$ cat config.mk
export PLATFORM = sky130hd
export DESIGN_NAME = hsb_ctrl
export DESIGN_NICKNAME = d
export VERILOG_FILES = /design/src/sv/hsb_pkg.sv /design/src/sv/hsb_ctrl.sv
export SDC_FILE = /design/constraint.sdc
export NUM_CORES = 1
export LEC_CHECK = 0
export ABC_AREA = 0
export BUFFER_PORTS_ARGS = -buffer_cell sky130_fd_sc_hd__buf_2
export CAP_MARGIN = 20
export CORE_MARGIN = 8
export CORE_UTILIZATION = 56
export DETAILED_ROUTE_END_ITERATION = 7
export PLACE_DENSITY = 0.89
export SLEW_MARGIN = 10
export SYNTH_ARGS = -nofsm -noshare
export SYNTH_HDL_FRONTEND = slang
export SYNTH_SLANG_ARGS = --single-unit
$ cat constraint.sdc
create_clock -name clk -period 5.7 [get_ports clk]
set_input_delay 0.855 -clock clk [delete_from_list [all_inputs] [get_ports clk]]
set_output_delay 0.855 -clock clk [all_outputs]
set_load 0.02 [all_outputs]
$ cat src/sv/hsb_pkg.sv
// ----------------------------------------------------------------------------
// hsb_pkg
// Widths, codes, command and status types and saturation helpers.
// ----------------------------------------------------------------------------
package hsb_pkg;

  localparam int POS_W    = 24;
  localparam int VEL_W    = 20;
  localparam int DT_W     = 16;
  localparam int BOX_W    = 12;
  localparam int RAD_W    = 10;
  localparam int CNT_W    = 5;
  localparam int CFG_W    = 16;
  localparam int CFG_IX_W = 3;
  localparam int IDX_W    = 4;

  localparam int AX_W   = POS_W + 1;
  localparam int DV_W   = VEL_W + 1;
  localparam int DP_W   = AX_W + DV_W;
  localparam int D_W    = DP_W + 1;
  localparam int N_W    = 2 * AX_W + 1;
  localparam int Q_W    = DV_W + 1;
  localparam int VSUM_W = Q_W + 3;
  localparam int PSUM_W = VEL_W + DT_W + 2;
  localparam int WALL_W = POS_W + 2;

  localparam int POS_HI = (1 << (POS_W - 1)) - 1;
  localparam int POS_LO = -(1 << (POS_W - 1));
  localparam int VEL_HI = (1 << (VEL_W - 1)) - 1;
  localparam int VEL_LO = -(1 << (VEL_W - 1));

  localparam logic [BOX_W-1:0] RST_BOX_W  = 12'd800;
  localparam logic [BOX_W-1:0] RST_BOX_H  = 12'd600;
  localparam logic [DT_W-1:0]  RST_DT     = 16'd256;
  localparam logic [RAD_W-1:0] RST_RADIUS = 10'd40;
  localparam logic [CNT_W-1:0] RST_COUNT  = 5'd16;

  typedef enum logic [CFG_IX_W-1:0] {
    CFG_BOX_WIDTH  = 3'd0,
    CFG_BOX_HEIGHT = 3'd1,
    CFG_TIME_STEP  = 3'd2,
    CFG_RADIUS     = 3'd3,
    CFG_COUNT      = 3'd4
  } hsb_cfg_ix_t;

  localparam logic MODE_LOAD = 1'b0;
  localparam logic MODE_TICK = 1'b1;

  typedef enum logic [2:0] {
    WS_NONE   = 3'd0,
    WS_LOAD   = 3'd1,
    WS_WALL   = 3'd2,
    WS_PAIR_I = 3'd3,
    WS_PAIR_J = 3'd4,
    WS_POS    = 3'd5
  } hsb_wsel_t;

  typedef struct packed {
    logic signed [POS_W-1:0] px;
    logic signed [POS_W-1:0] py;
    logic signed [VEL_W-1:0] vx;
    logic signed [VEL_W-1:0] vy;
  } hsb_sphere_t;

  typedef struct packed {
    logic      rd_en;
    hsb_wsel_t wsel;
    logic      latch_a;
    logic      latch_b;
    logic      diff_en;
    logic      prod_en;
    logic      sum_en;
    logic      md_start;
    logic      out_last;
  } hsb_cmd_t;

  typedef struct packed {
    logic collide;
    logic md_done;
    logic out_free;
  } hsb_status_t;

  function automatic logic signed [VEL_W-1:0] sat_vel(input logic signed [VSUM_W-1:0] v);
    logic signed [VEL_W-1:0] r;
    if (v > VEL_HI) r = VEL_W'(VEL_HI);
    else if (v < VEL_LO) r = VEL_W'(VEL_LO);
    else r = v[VEL_W-1:0];
    return r;
  endfunction

  function automatic logic signed [VEL_W-1:0] neg_vel(input logic signed [VEL_W-1:0] v);
    logic signed [VEL_W-1:0] r;
    if (v == VEL_W'(VEL_LO)) r = VEL_W'(VEL_HI);
    else r = -v;
    return r;
  endfunction

  function automatic logic signed [POS_W-1:0] sat_pos(input logic signed [PSUM_W-1:0] v);
    logic signed [POS_W-1:0] r;
    if (v > POS_HI) r = POS_W'(POS_HI);
    else if (v < POS_LO) r = POS_W'(POS_LO);
    else r = v[POS_W-1:0];
    return r;
  endfunction

endpackage

$ cat src/sv/hsb_ctrl.sv
// ----------------------------------------------------------------------------
// hsb_ctrl
// Sequencer for loads and ticks: wall pass, pair pass, position and
// result pass over the sphere memory.
// ----------------------------------------------------------------------------
module hsb_ctrl #(
  parameter int MAX_SPHERES = 16
) (
  input  logic                              clk,
  input  logic                              rst_n,
  input  logic                              in_valid,
  output logic                              in_stall,
  input  logic                              in_mode,
  input  logic [hsb_pkg::IDX_W-1:0]         in_sphere_index,
  input  hsb_pkg::hsb_status_t              status,
  input  logic [$clog2(MAX_SPHERES+1)-1:0]  cnt,
  output hsb_pkg::hsb_cmd_t                 cmd,
  output logic [$clog2(MAX_SPHERES)-1:0]    rd_addr,
  output logic [$clog2(MAX_SPHERES)-1:0]    wr_addr
);
  import hsb_pkg::*;

  localparam int AW    = $clog2(MAX_SPHERES);
  localparam int CW    = $clog2(MAX_SPHERES + 1);
  localparam int IXC_W = ((CW > IDX_W) ? CW : IDX_W) + 1;

  typedef enum logic [14:0] {
    ST_IDLE   = 15'h0001,
    ST_W_RD   = 15'h0002,
    ST_W_WR   = 15'h0004,
    ST_P_RDI  = 15'h0008,
    ST_P_RDJ  = 15'h0010,
    ST_P_LB   = 15'h0020,
    ST_P_DIFF = 15'h0040,
    ST_P_PROD = 15'h0080,
    ST_P_SUM  = 15'h0100,
    ST_P_TEST = 15'h0200,
    ST_P_DIV  = 15'h0400,
    ST_P_WRI  = 15'h0800,
    ST_P_WRJ  = 15'h1000,
    ST_Q_RD   = 15'h2000,
    ST_Q_WR   = 15'h4000
  } state_t;

  state_t         state_r, state_nxt;
  logic [CW-1:0]  k_r, k_nxt, i_r, i_nxt, j_r, j_nxt;
  logic [CW-1:0]  cnt_m1, cnt_m2;
  logic           load_ok;

  assign cnt_m1  = cnt - 1'b1;
  assign cnt_m2  = cnt - 2'd2;
  assign load_ok = (IXC_W'(in_sphere_index) < IXC_W'(MAX_SPHERES));
  assign in_stall = (state_r != ST_IDLE);

  always_comb begin
    state_nxt = state_r;
    k_nxt     = k_r;
    i_nxt     = i_r;
    j_nxt     = j_r;
    cmd       = '0;
    cmd.wsel  = WS_NONE;
    rd_addr   = '0;
    wr_addr   = '0;
    unique case (state_r)
      ST_IDLE: begin
        wr_addr = AW'(in_sphere_index);
        if (in_valid) begin
          if (in_mode == MODE_TICK) begin
            k_nxt = '0;
            if (cnt != '0) state_nxt = ST_W_RD;
          end else if (load_ok) begin
            cmd.wsel = WS_LOAD;
          end
        end
      end
      ST_W_RD: begin
        cmd.rd_en = 1'b1;
        rd_addr   = k_r[AW-1:0];
        state_nxt = ST_W_WR;
      end
      ST_W_WR: begin
        cmd.wsel = WS_WALL;
        wr_addr  = k_r[AW-1:0];
        if (k_r == cnt_m1) begin
          k_nxt = '0;
          i_nxt = '0;
          j_nxt = CW'(1);
          state_nxt = (cnt >= CW'(2)) ? ST_P_RDI : ST_Q_RD;
        end else begin
          k_nxt     = k_r + 1'b1;
          state_nxt = ST_W_RD;
        end
      end
      ST_P_RDI: begin
        cmd.rd_en = 1'b1;
        rd_addr   = i_r[AW-1:0];
        state_nxt = ST_P_RDJ;
      end
      ST_P_RDJ: begin
        cmd.rd_en   = 1'b1;
        cmd.latch_a = 1'b1;
        rd_addr     = j_r[AW-1:0];
        state_nxt   = ST_P_LB;
      end
      ST_P_LB: begin
        cmd.latch_b = 1'b1;
        state_nxt   = ST_P_DIFF;
      end
      ST_P_DIFF: begin
        cmd.diff_en = 1'b1;
        state_nxt   = ST_P_PROD;
      end
      ST_P_PROD: begin
        cmd.prod_en = 1'b1;
        state_nxt   = ST_P_SUM;
      end
      ST_P_SUM: begin
        cmd.sum_en = 1'b1;
        state_nxt  = ST_P_TEST;
      end
      ST_P_TEST: begin
        if (status.collide) begin
          cmd.md_start = 1'b1;
          state_nxt    = ST_P_DIV;
        end else begin
          state_nxt = ST_P_WRJ;
        end
      end
      ST_P_DIV: begin
        if (status.md_done) state_nxt = ST_P_WRI;
      end
      ST_P_WRI: begin
        cmd.wsel  = WS_PAIR_I;
        wr_addr   = i_r[AW-1:0];
        state_nxt = ST_P_WRJ;
      end
      ST_P_WRJ: begin
        // a pair that did not collide passes here without a write
        if (!status.collide) begin
          cmd.wsel = WS_NONE;
        end else begin
          cmd.wsel = WS_PAIR_J;
        end
        wr_addr = j_r[AW-1:0];
        if (j_r == cnt_m1) begin
          if (i_r == cnt_m2) begin
            k_nxt     = '0;
            state_nxt = ST_Q_RD;
          end else begin
            i_nxt     = i_r + 1'b1;
            j_nxt     = i_r + 2'd2;
            state_nxt = ST_P_RDI;
          end
        end else begin
          j_nxt     = j_r + 1'b1;
          state_nxt = ST_P_RDI;
        end
      end
      ST_Q_RD: begin
        cmd.rd_en = 1'b1;
        rd_addr   = k_r[AW-1:0];
        state_nxt = ST_Q_WR;
      end
      ST_Q_WR: begin
        wr_addr      = k_r[AW-1:0];
        cmd.out_last = (k_r == cnt_m1);
        if (status.out_free) begin
          cmd.wsel = WS_POS;
          if (k_r == cnt_m1) begin
            state_nxt = ST_IDLE;
          end else begin
            k_nxt     = k_r + 1'b1;
            state_nxt = ST_Q_RD;
          end
        end
      end
      default: state_nxt = ST_IDLE;
    endcase
  end

  always_ff @(posedge clk) begin
    if (!rst_n) begin
      state_r <= ST_IDLE;
      k_r     <= '0;
      i_r     <= '0;
      j_r     <= '0;
    end else begin
      state_r <= state_nxt;
      k_r     <= k_nxt;
      i_r     <= i_nxt;
      j_r     <= j_nxt;
    end
  end

endmodule

=== Yosys cells after proc, flatten, opt, wreduce, memory -nomap -nowiden ===
Cells that the tools add are included.
Widths: inputs -> output; s select.

* Add/subtract/negate cells: 6
* Magnitude comparators: 1
* Eq/ne operators: 30
* Muxes and demuxes: 44
* Reductions and logical operators: 10

{| class="wikitable"
|+ Operators with widths
! operator !! count
|-
| $pmux 15 s15 || 1
|-
| $mux 15 || 6
|-
| $mux 5 || 13
|-
| $mux 14 || 4
|-
| $ne 2x2->1 const B || 10
|-
| $pmux 5 s2 || 2
|-
| $pmux 5 s4 || 1
|-
| $pmux 4 s4 || 1
|-
| $add 5x1->5 const B || 3
|-
| $eq 15x1->1 const B || 1
|-
| $eq 15x10->1 const B || 1
|-
| $eq 15x11->1 const B || 1
|-
| $eq 15x12->1 const B || 1
|-
| $eq 15x13->1 const B || 1
|-
| $eq 15x14->1 const B || 1
|-
| $eq 15x15->1 const B || 1
|-
| $eq 15x2->1 const B || 1
|-
| $eq 15x3->1 const B || 1
|-
| $eq 15x4->1 const B || 1
|-
| $eq 15x5->1 const B || 1
|-
| $eq 15x6->1 const B || 1
|-
| $eq 15x7->1 const B || 1
|-
| $eq 15x8->1 const B || 1
|-
| $eq 15x9->1 const B || 1
|-
| 21 further kinds || 35
|}

* Flip-flop bits (word level): 30
* Bits of input ports: 16
* Output and inout bits: 20

=== Logic depth before layout (Yosys ltp) ===
* Word-level depth: 5
* Gate-level depth with buffers: 9
* Mapped depth without buffers: 8

=== Worst setup path after synthesis ===
Ideal clock, no wire load.

* Path kind: register to output
* Start point: reg state_r[13]
* End point: out wr_addr[0]
* Arrival: 2.290 ns
* Data required time: 4.845 ns
* Path slack: 2.555 ns
* Cell stages (with the launch flop): 8
* Buffers on the path: 1
* Cells stage by stage: dfxtp_1 > or4_1 > buf_4 > or4_4 > nand2b_4 > nor3_2 > a222oi_1 > nand2_1

* Longest elaborated chain between the ends: 3

{| class="wikitable"
|+ RTL lines
! item !! RTL line !! text
|-
| start: declaration || hsb_ctrl.sv:45 || <nowiki>state_t state_r, state_nxt;</nowiki>
|-
| start signal: assignment || hsb_ctrl.sv:188 || <nowiki>state_r <= state_nxt;</nowiki>
|-
| $eq 15x15->1 or $eq 15x3->1 (tied branches) || hsb_ctrl.sv:64 || <nowiki>unique case (state_r)</nowiki>
|-
| $reduce_or 2->1 (no line) || n/a ||
|-
| $pmux 4 s4 * || hsb_ctrl.sv:64 ||
|-
| end: declaration || hsb_ctrl.sv:19 || <nowiki>output logic [$clog2(MAX_SPHERES)-1:0] wr_addr</nowiki>
|}

Every way passes the cells marked *; elsewhere a longest branch is shown, timed or not.

=== Worst setup path after layout ===
* Start point: reg state_r[13]
* End point: out wr_addr[1]

Same word-level chain as after synthesis.

==> impl_metrics.tcl <==
set metrics [dict create \
    die_x_um 83.18 \
    syn_inst 310 \
    ys.flop_type "dfxtp_1" \
    yosysMostFrequentCell "nand2_1" \
    ff2ff_path_depth 6 \
    reg2reg_to "state_r[13]$_SDFFE_PN0P_" \
    synth.area.top_cells "dfxtp_1 24%, nand2_1 5.2%, xnor2_1 4.2%, ha_1 4.0%, a21oi_1 3.2%" \
    power_frac_seq 0.280 \
    fin_area_sq_um 2854 \
    first_iter_violations 268 \
    die_h_um 83.18 \
    final-max-slew-violation-count 0 \
    worst_slew_pin_slew_ns 1.024 \
    setup_slack_ns 1.710 \
    place_area_sq_um 2711 \
    hold_path.class "reg2reg" \
    p_per_area_nw_per_um2 285.7 \
    max_stage_delay_ns 0.75 \
    pin_count 36 \
    startpoint "state_r[13]$_SDFFE_PN0P_" \
    ir_drop_uv 175.0 \
    cts_tree "built" \
    ys_seq_area_frac 0.2376 \
    cts_num_sinks 30 \
    fin_tns_setup_ns 0 \
    worstPathArrival_ns 3.14 \
    place_ws_ns 2.049 \
    cts-root-buf "clkbuf_8" \
    drive_gt1_frac 0.1789 \
    r2r-start "state_r[13]$_SDFFE_PN0P_" \
    hpwl_mm 5.427 \
    switching_share 0.3477 \
    cts_buffers 5 \
    yosysTopAreaCellShare 0.2376 \
    maxClockFrequency_mhz 250.6 \
    use_met1 0.2457 \
    pwr-share-comb 0.381 \
    critPathRequiredTime_ns 4.85 \
    synth.distinct_cells 61 \
    cp-endpoint "wr_addr[1]" \
    grt_use_met3 0.06836 \
    rows 24 \
    grt_pass1_wl_mm 12.23 \
    synth_edf_count 0 \
    startpoint_type "register" \
    clkLatencyLatePin_ns 0.30 \
    grt_antenna_before_repair 0 \
    wire_per_inst_um 18.86 \
    die_area_sq_um 6919 \
    synth_nets 334 \
    yosys_warnings 0 \
    syn-cell-area_sq_um 2527 \
    max-cap-violations 0 \
    drcViolationCount 0 \
    grt_overflow 0 \
    io_buffer_count 35 \
    start_util 0.5805 \
    final.setup_skew_ns 0.01319 \
    cts.htree.levels 2 \
    area_growth_pct 12.92 \
    nNetsFinal 364 \
    grt_usage 0.2066 \
    finalCritPeriodShare 0.7001 \
    hold_viol 0 \
    switching_power_w 0.0002835 \
    crit_path_top_delay_cell "or4_1" \
    finalCriticalPeriod_ns 3.990 \
    avgSynthCellArea_sq_um 8.153 \
    max-slew-margin-rel 0.3119 \
    coreArea_sq_um 4354 \
    cp_cell_sequence "or4_1 > or4_4 > nand2b_4 > nor3_2 > a222oi_1 > nand2_1 > buf_2" \
    r2r_slack_ns 2.68 \
    ant_nets 0 \
    ctsHoldBuffers 0 \
    status "finished, final reports clean" \
    clkPwrFrac 0.339 \
    routed_wl_mm 7.412 \
    viasPerCell 6.628 \
    internal_power_w 0.0005318 \
    path_clk_slew_ns 0.07 \
    synthTopCellsByCount "35 x nand2_1, 30 x dfxtp_1, 18 x nor2_1" \
    fillers 347 \
    met2_usage 0.3338 \
    ys_ff_latch 30 \
    hold_path_depth 2 \
    dr_total_vias 2605 \
    post_cts_buffers 0 \
    post-route-util 0.6555 \
    p_leak_nw 1.198 \
    path_max_fanout 10 \
    synth_top_area_cell "dfxtp_1" \
    grt_start_max_net_pins 22 \
    async_flop_share 0 \
    setup_violations 0 \
    critPathCaptureType "output pin" \
    routabilityCongestion 0.9515 \
    clock_path_buffers 2 \
    gr-max-usage-layer "met2" \
    grt_setup_unrepaired "no" \
    grt_pass1_vias 2515 \
    path_class "reg2out" \
    firstDrtPassIters 5 \
    post_cts_resized 0 \
    n_antenna_cell 0 \
]
==> area by class of cell <==
cell class,instances,area [sq um],area share
Sequential cell,30,600.6,0.2104
Timing Repair Buffer,36,182.7,0.06401
Clock inverter,2,60.06,0.02104
Tap cell,52,65.06,0.02280
Inverter,11,41.29,0.01447
Clock buffer,6,82.58,0.02893
Multi-Input combinational cell,256,1822,0.6383
==> flip-flops by register name, summed over array words and instances (netlist names) <==
name,cells
i_r,5
j_r,5
k_r,5
state_r,15
==> routing by layer <==
metal | up-vias | part of all wire
met2 | 173 | 0.47
met1 | 1175 | 0.40
met4 | 0 | 0.018
met5 | - | 0
li1 | 1235 | -
met3 | 22 | 0.11
==> cell usage in the layout (no fill, tap or decap), drive strengths merged, types with 3 or more instances in the layout <==
cell type,Yosys,layout
a2111oi,7,7
a211oi,4,4
a21o,3,3
a21oi,16,16
a222oi,8,8
and2,11,11
buf,4,36
clkbuf,9,6
dfxtp,30,30
ha,8,8
inv,11,11
mux2i,5,5
nand2,36,36
nand2b,5,5
nand3,14,14
nand3b,6,6
nand4,4,4
nor2,18,18
nor3,8,8
nor3b,6,6
nor4,11,11
nor4b,5,5
o21ai,16,16
o31ai,3,3
or2,3,3
or3,3,3
or4,7,7
xnor2,12,12
xor2,9,9
==> power by group through the flow <==
| stage | Combinational [W] | Clock, W | Sequential, W |
|---|---|---|---|
| 2_1_floorplan | 0.000228 | 0 | 0.000229 |
| 3_3_place_gp | 0.000297 | 0 | 0.000231 |
| 3_5_place_dp | 0.000302 | 0 | 0.000232 |
| 4_1_cts | 0.000306 | 0.000276 | 0.000227 |
| 5_1_grt | 0.000333 | 0.000285 | 0.000229 |
| 6_report | 0.000311 | 0.000277 | 0.000228 |
==> critical path: cells and delay by family, from the launching register on <==
kind / cells / cell delay, ns
compound gates: 1 / 0.17
buf+inv: 1 / 0.16
simple gates: 5 / 2.15
flops: 1 / 0.36
==> how the worst min path moves through the flow <==
| stage | from | to | slack (ns) |
|---|---|---|---|
| 2_1_floorplan | k_r[4]$_SDFFE_PN0P_ | k_r[4]$_SDFFE_PN0P_ | 0.47 |
| 3_3_place_gp | k_r[4]$_SDFFE_PN0P_ | k_r[4]$_SDFFE_PN0P_ | 0.52 |
| 3_5_place_dp | k_r[4]$_SDFFE_PN0P_ | k_r[4]$_SDFFE_PN0P_ | 0.52 |
| 4_1_cts | k_r[4]$_SDFFE_PN0P_ | k_r[4]$_SDFFE_PN0P_ | 0.53 |
| 5_1_grt | k_r[4]$_SDFFE_PN0P_ | k_r[4]$_SDFFE_PN0P_ | 0.54 |
| 6_report | k_r[4]$_SDFFE_PN0P_ | k_r[4]$_SDFFE_PN0P_ | 0.52 |
==> per-stage QoR <==
step           hold slack [ns]  cells  power [W]
5_1_grt                 0.5444    393  0.0008472
3_5_place_dp            0.5182    385  0.0005341
4_1_cts                 0.5263    393  0.0008089
3_3_place_gp            0.5168    385  0.0005273
2_1_floorplan           0.4747    310  0.0004572
6_report                0.5219    393  0.0008153
==> cells by family after synthesis <==
group | after synthesis | share of synthesized area
compound gates | 72 | 0.2089
xor+xnor | 25 | 0.1094
fa+ha+maj | 8 | 0.03961
buf+inv | 24 | 0.04158
flops | 30 | 0.2376
mux | 5 | 0.01980
simple gates | 146 | 0.3431
Note: power is estimated with default switching activity, not from simulation.
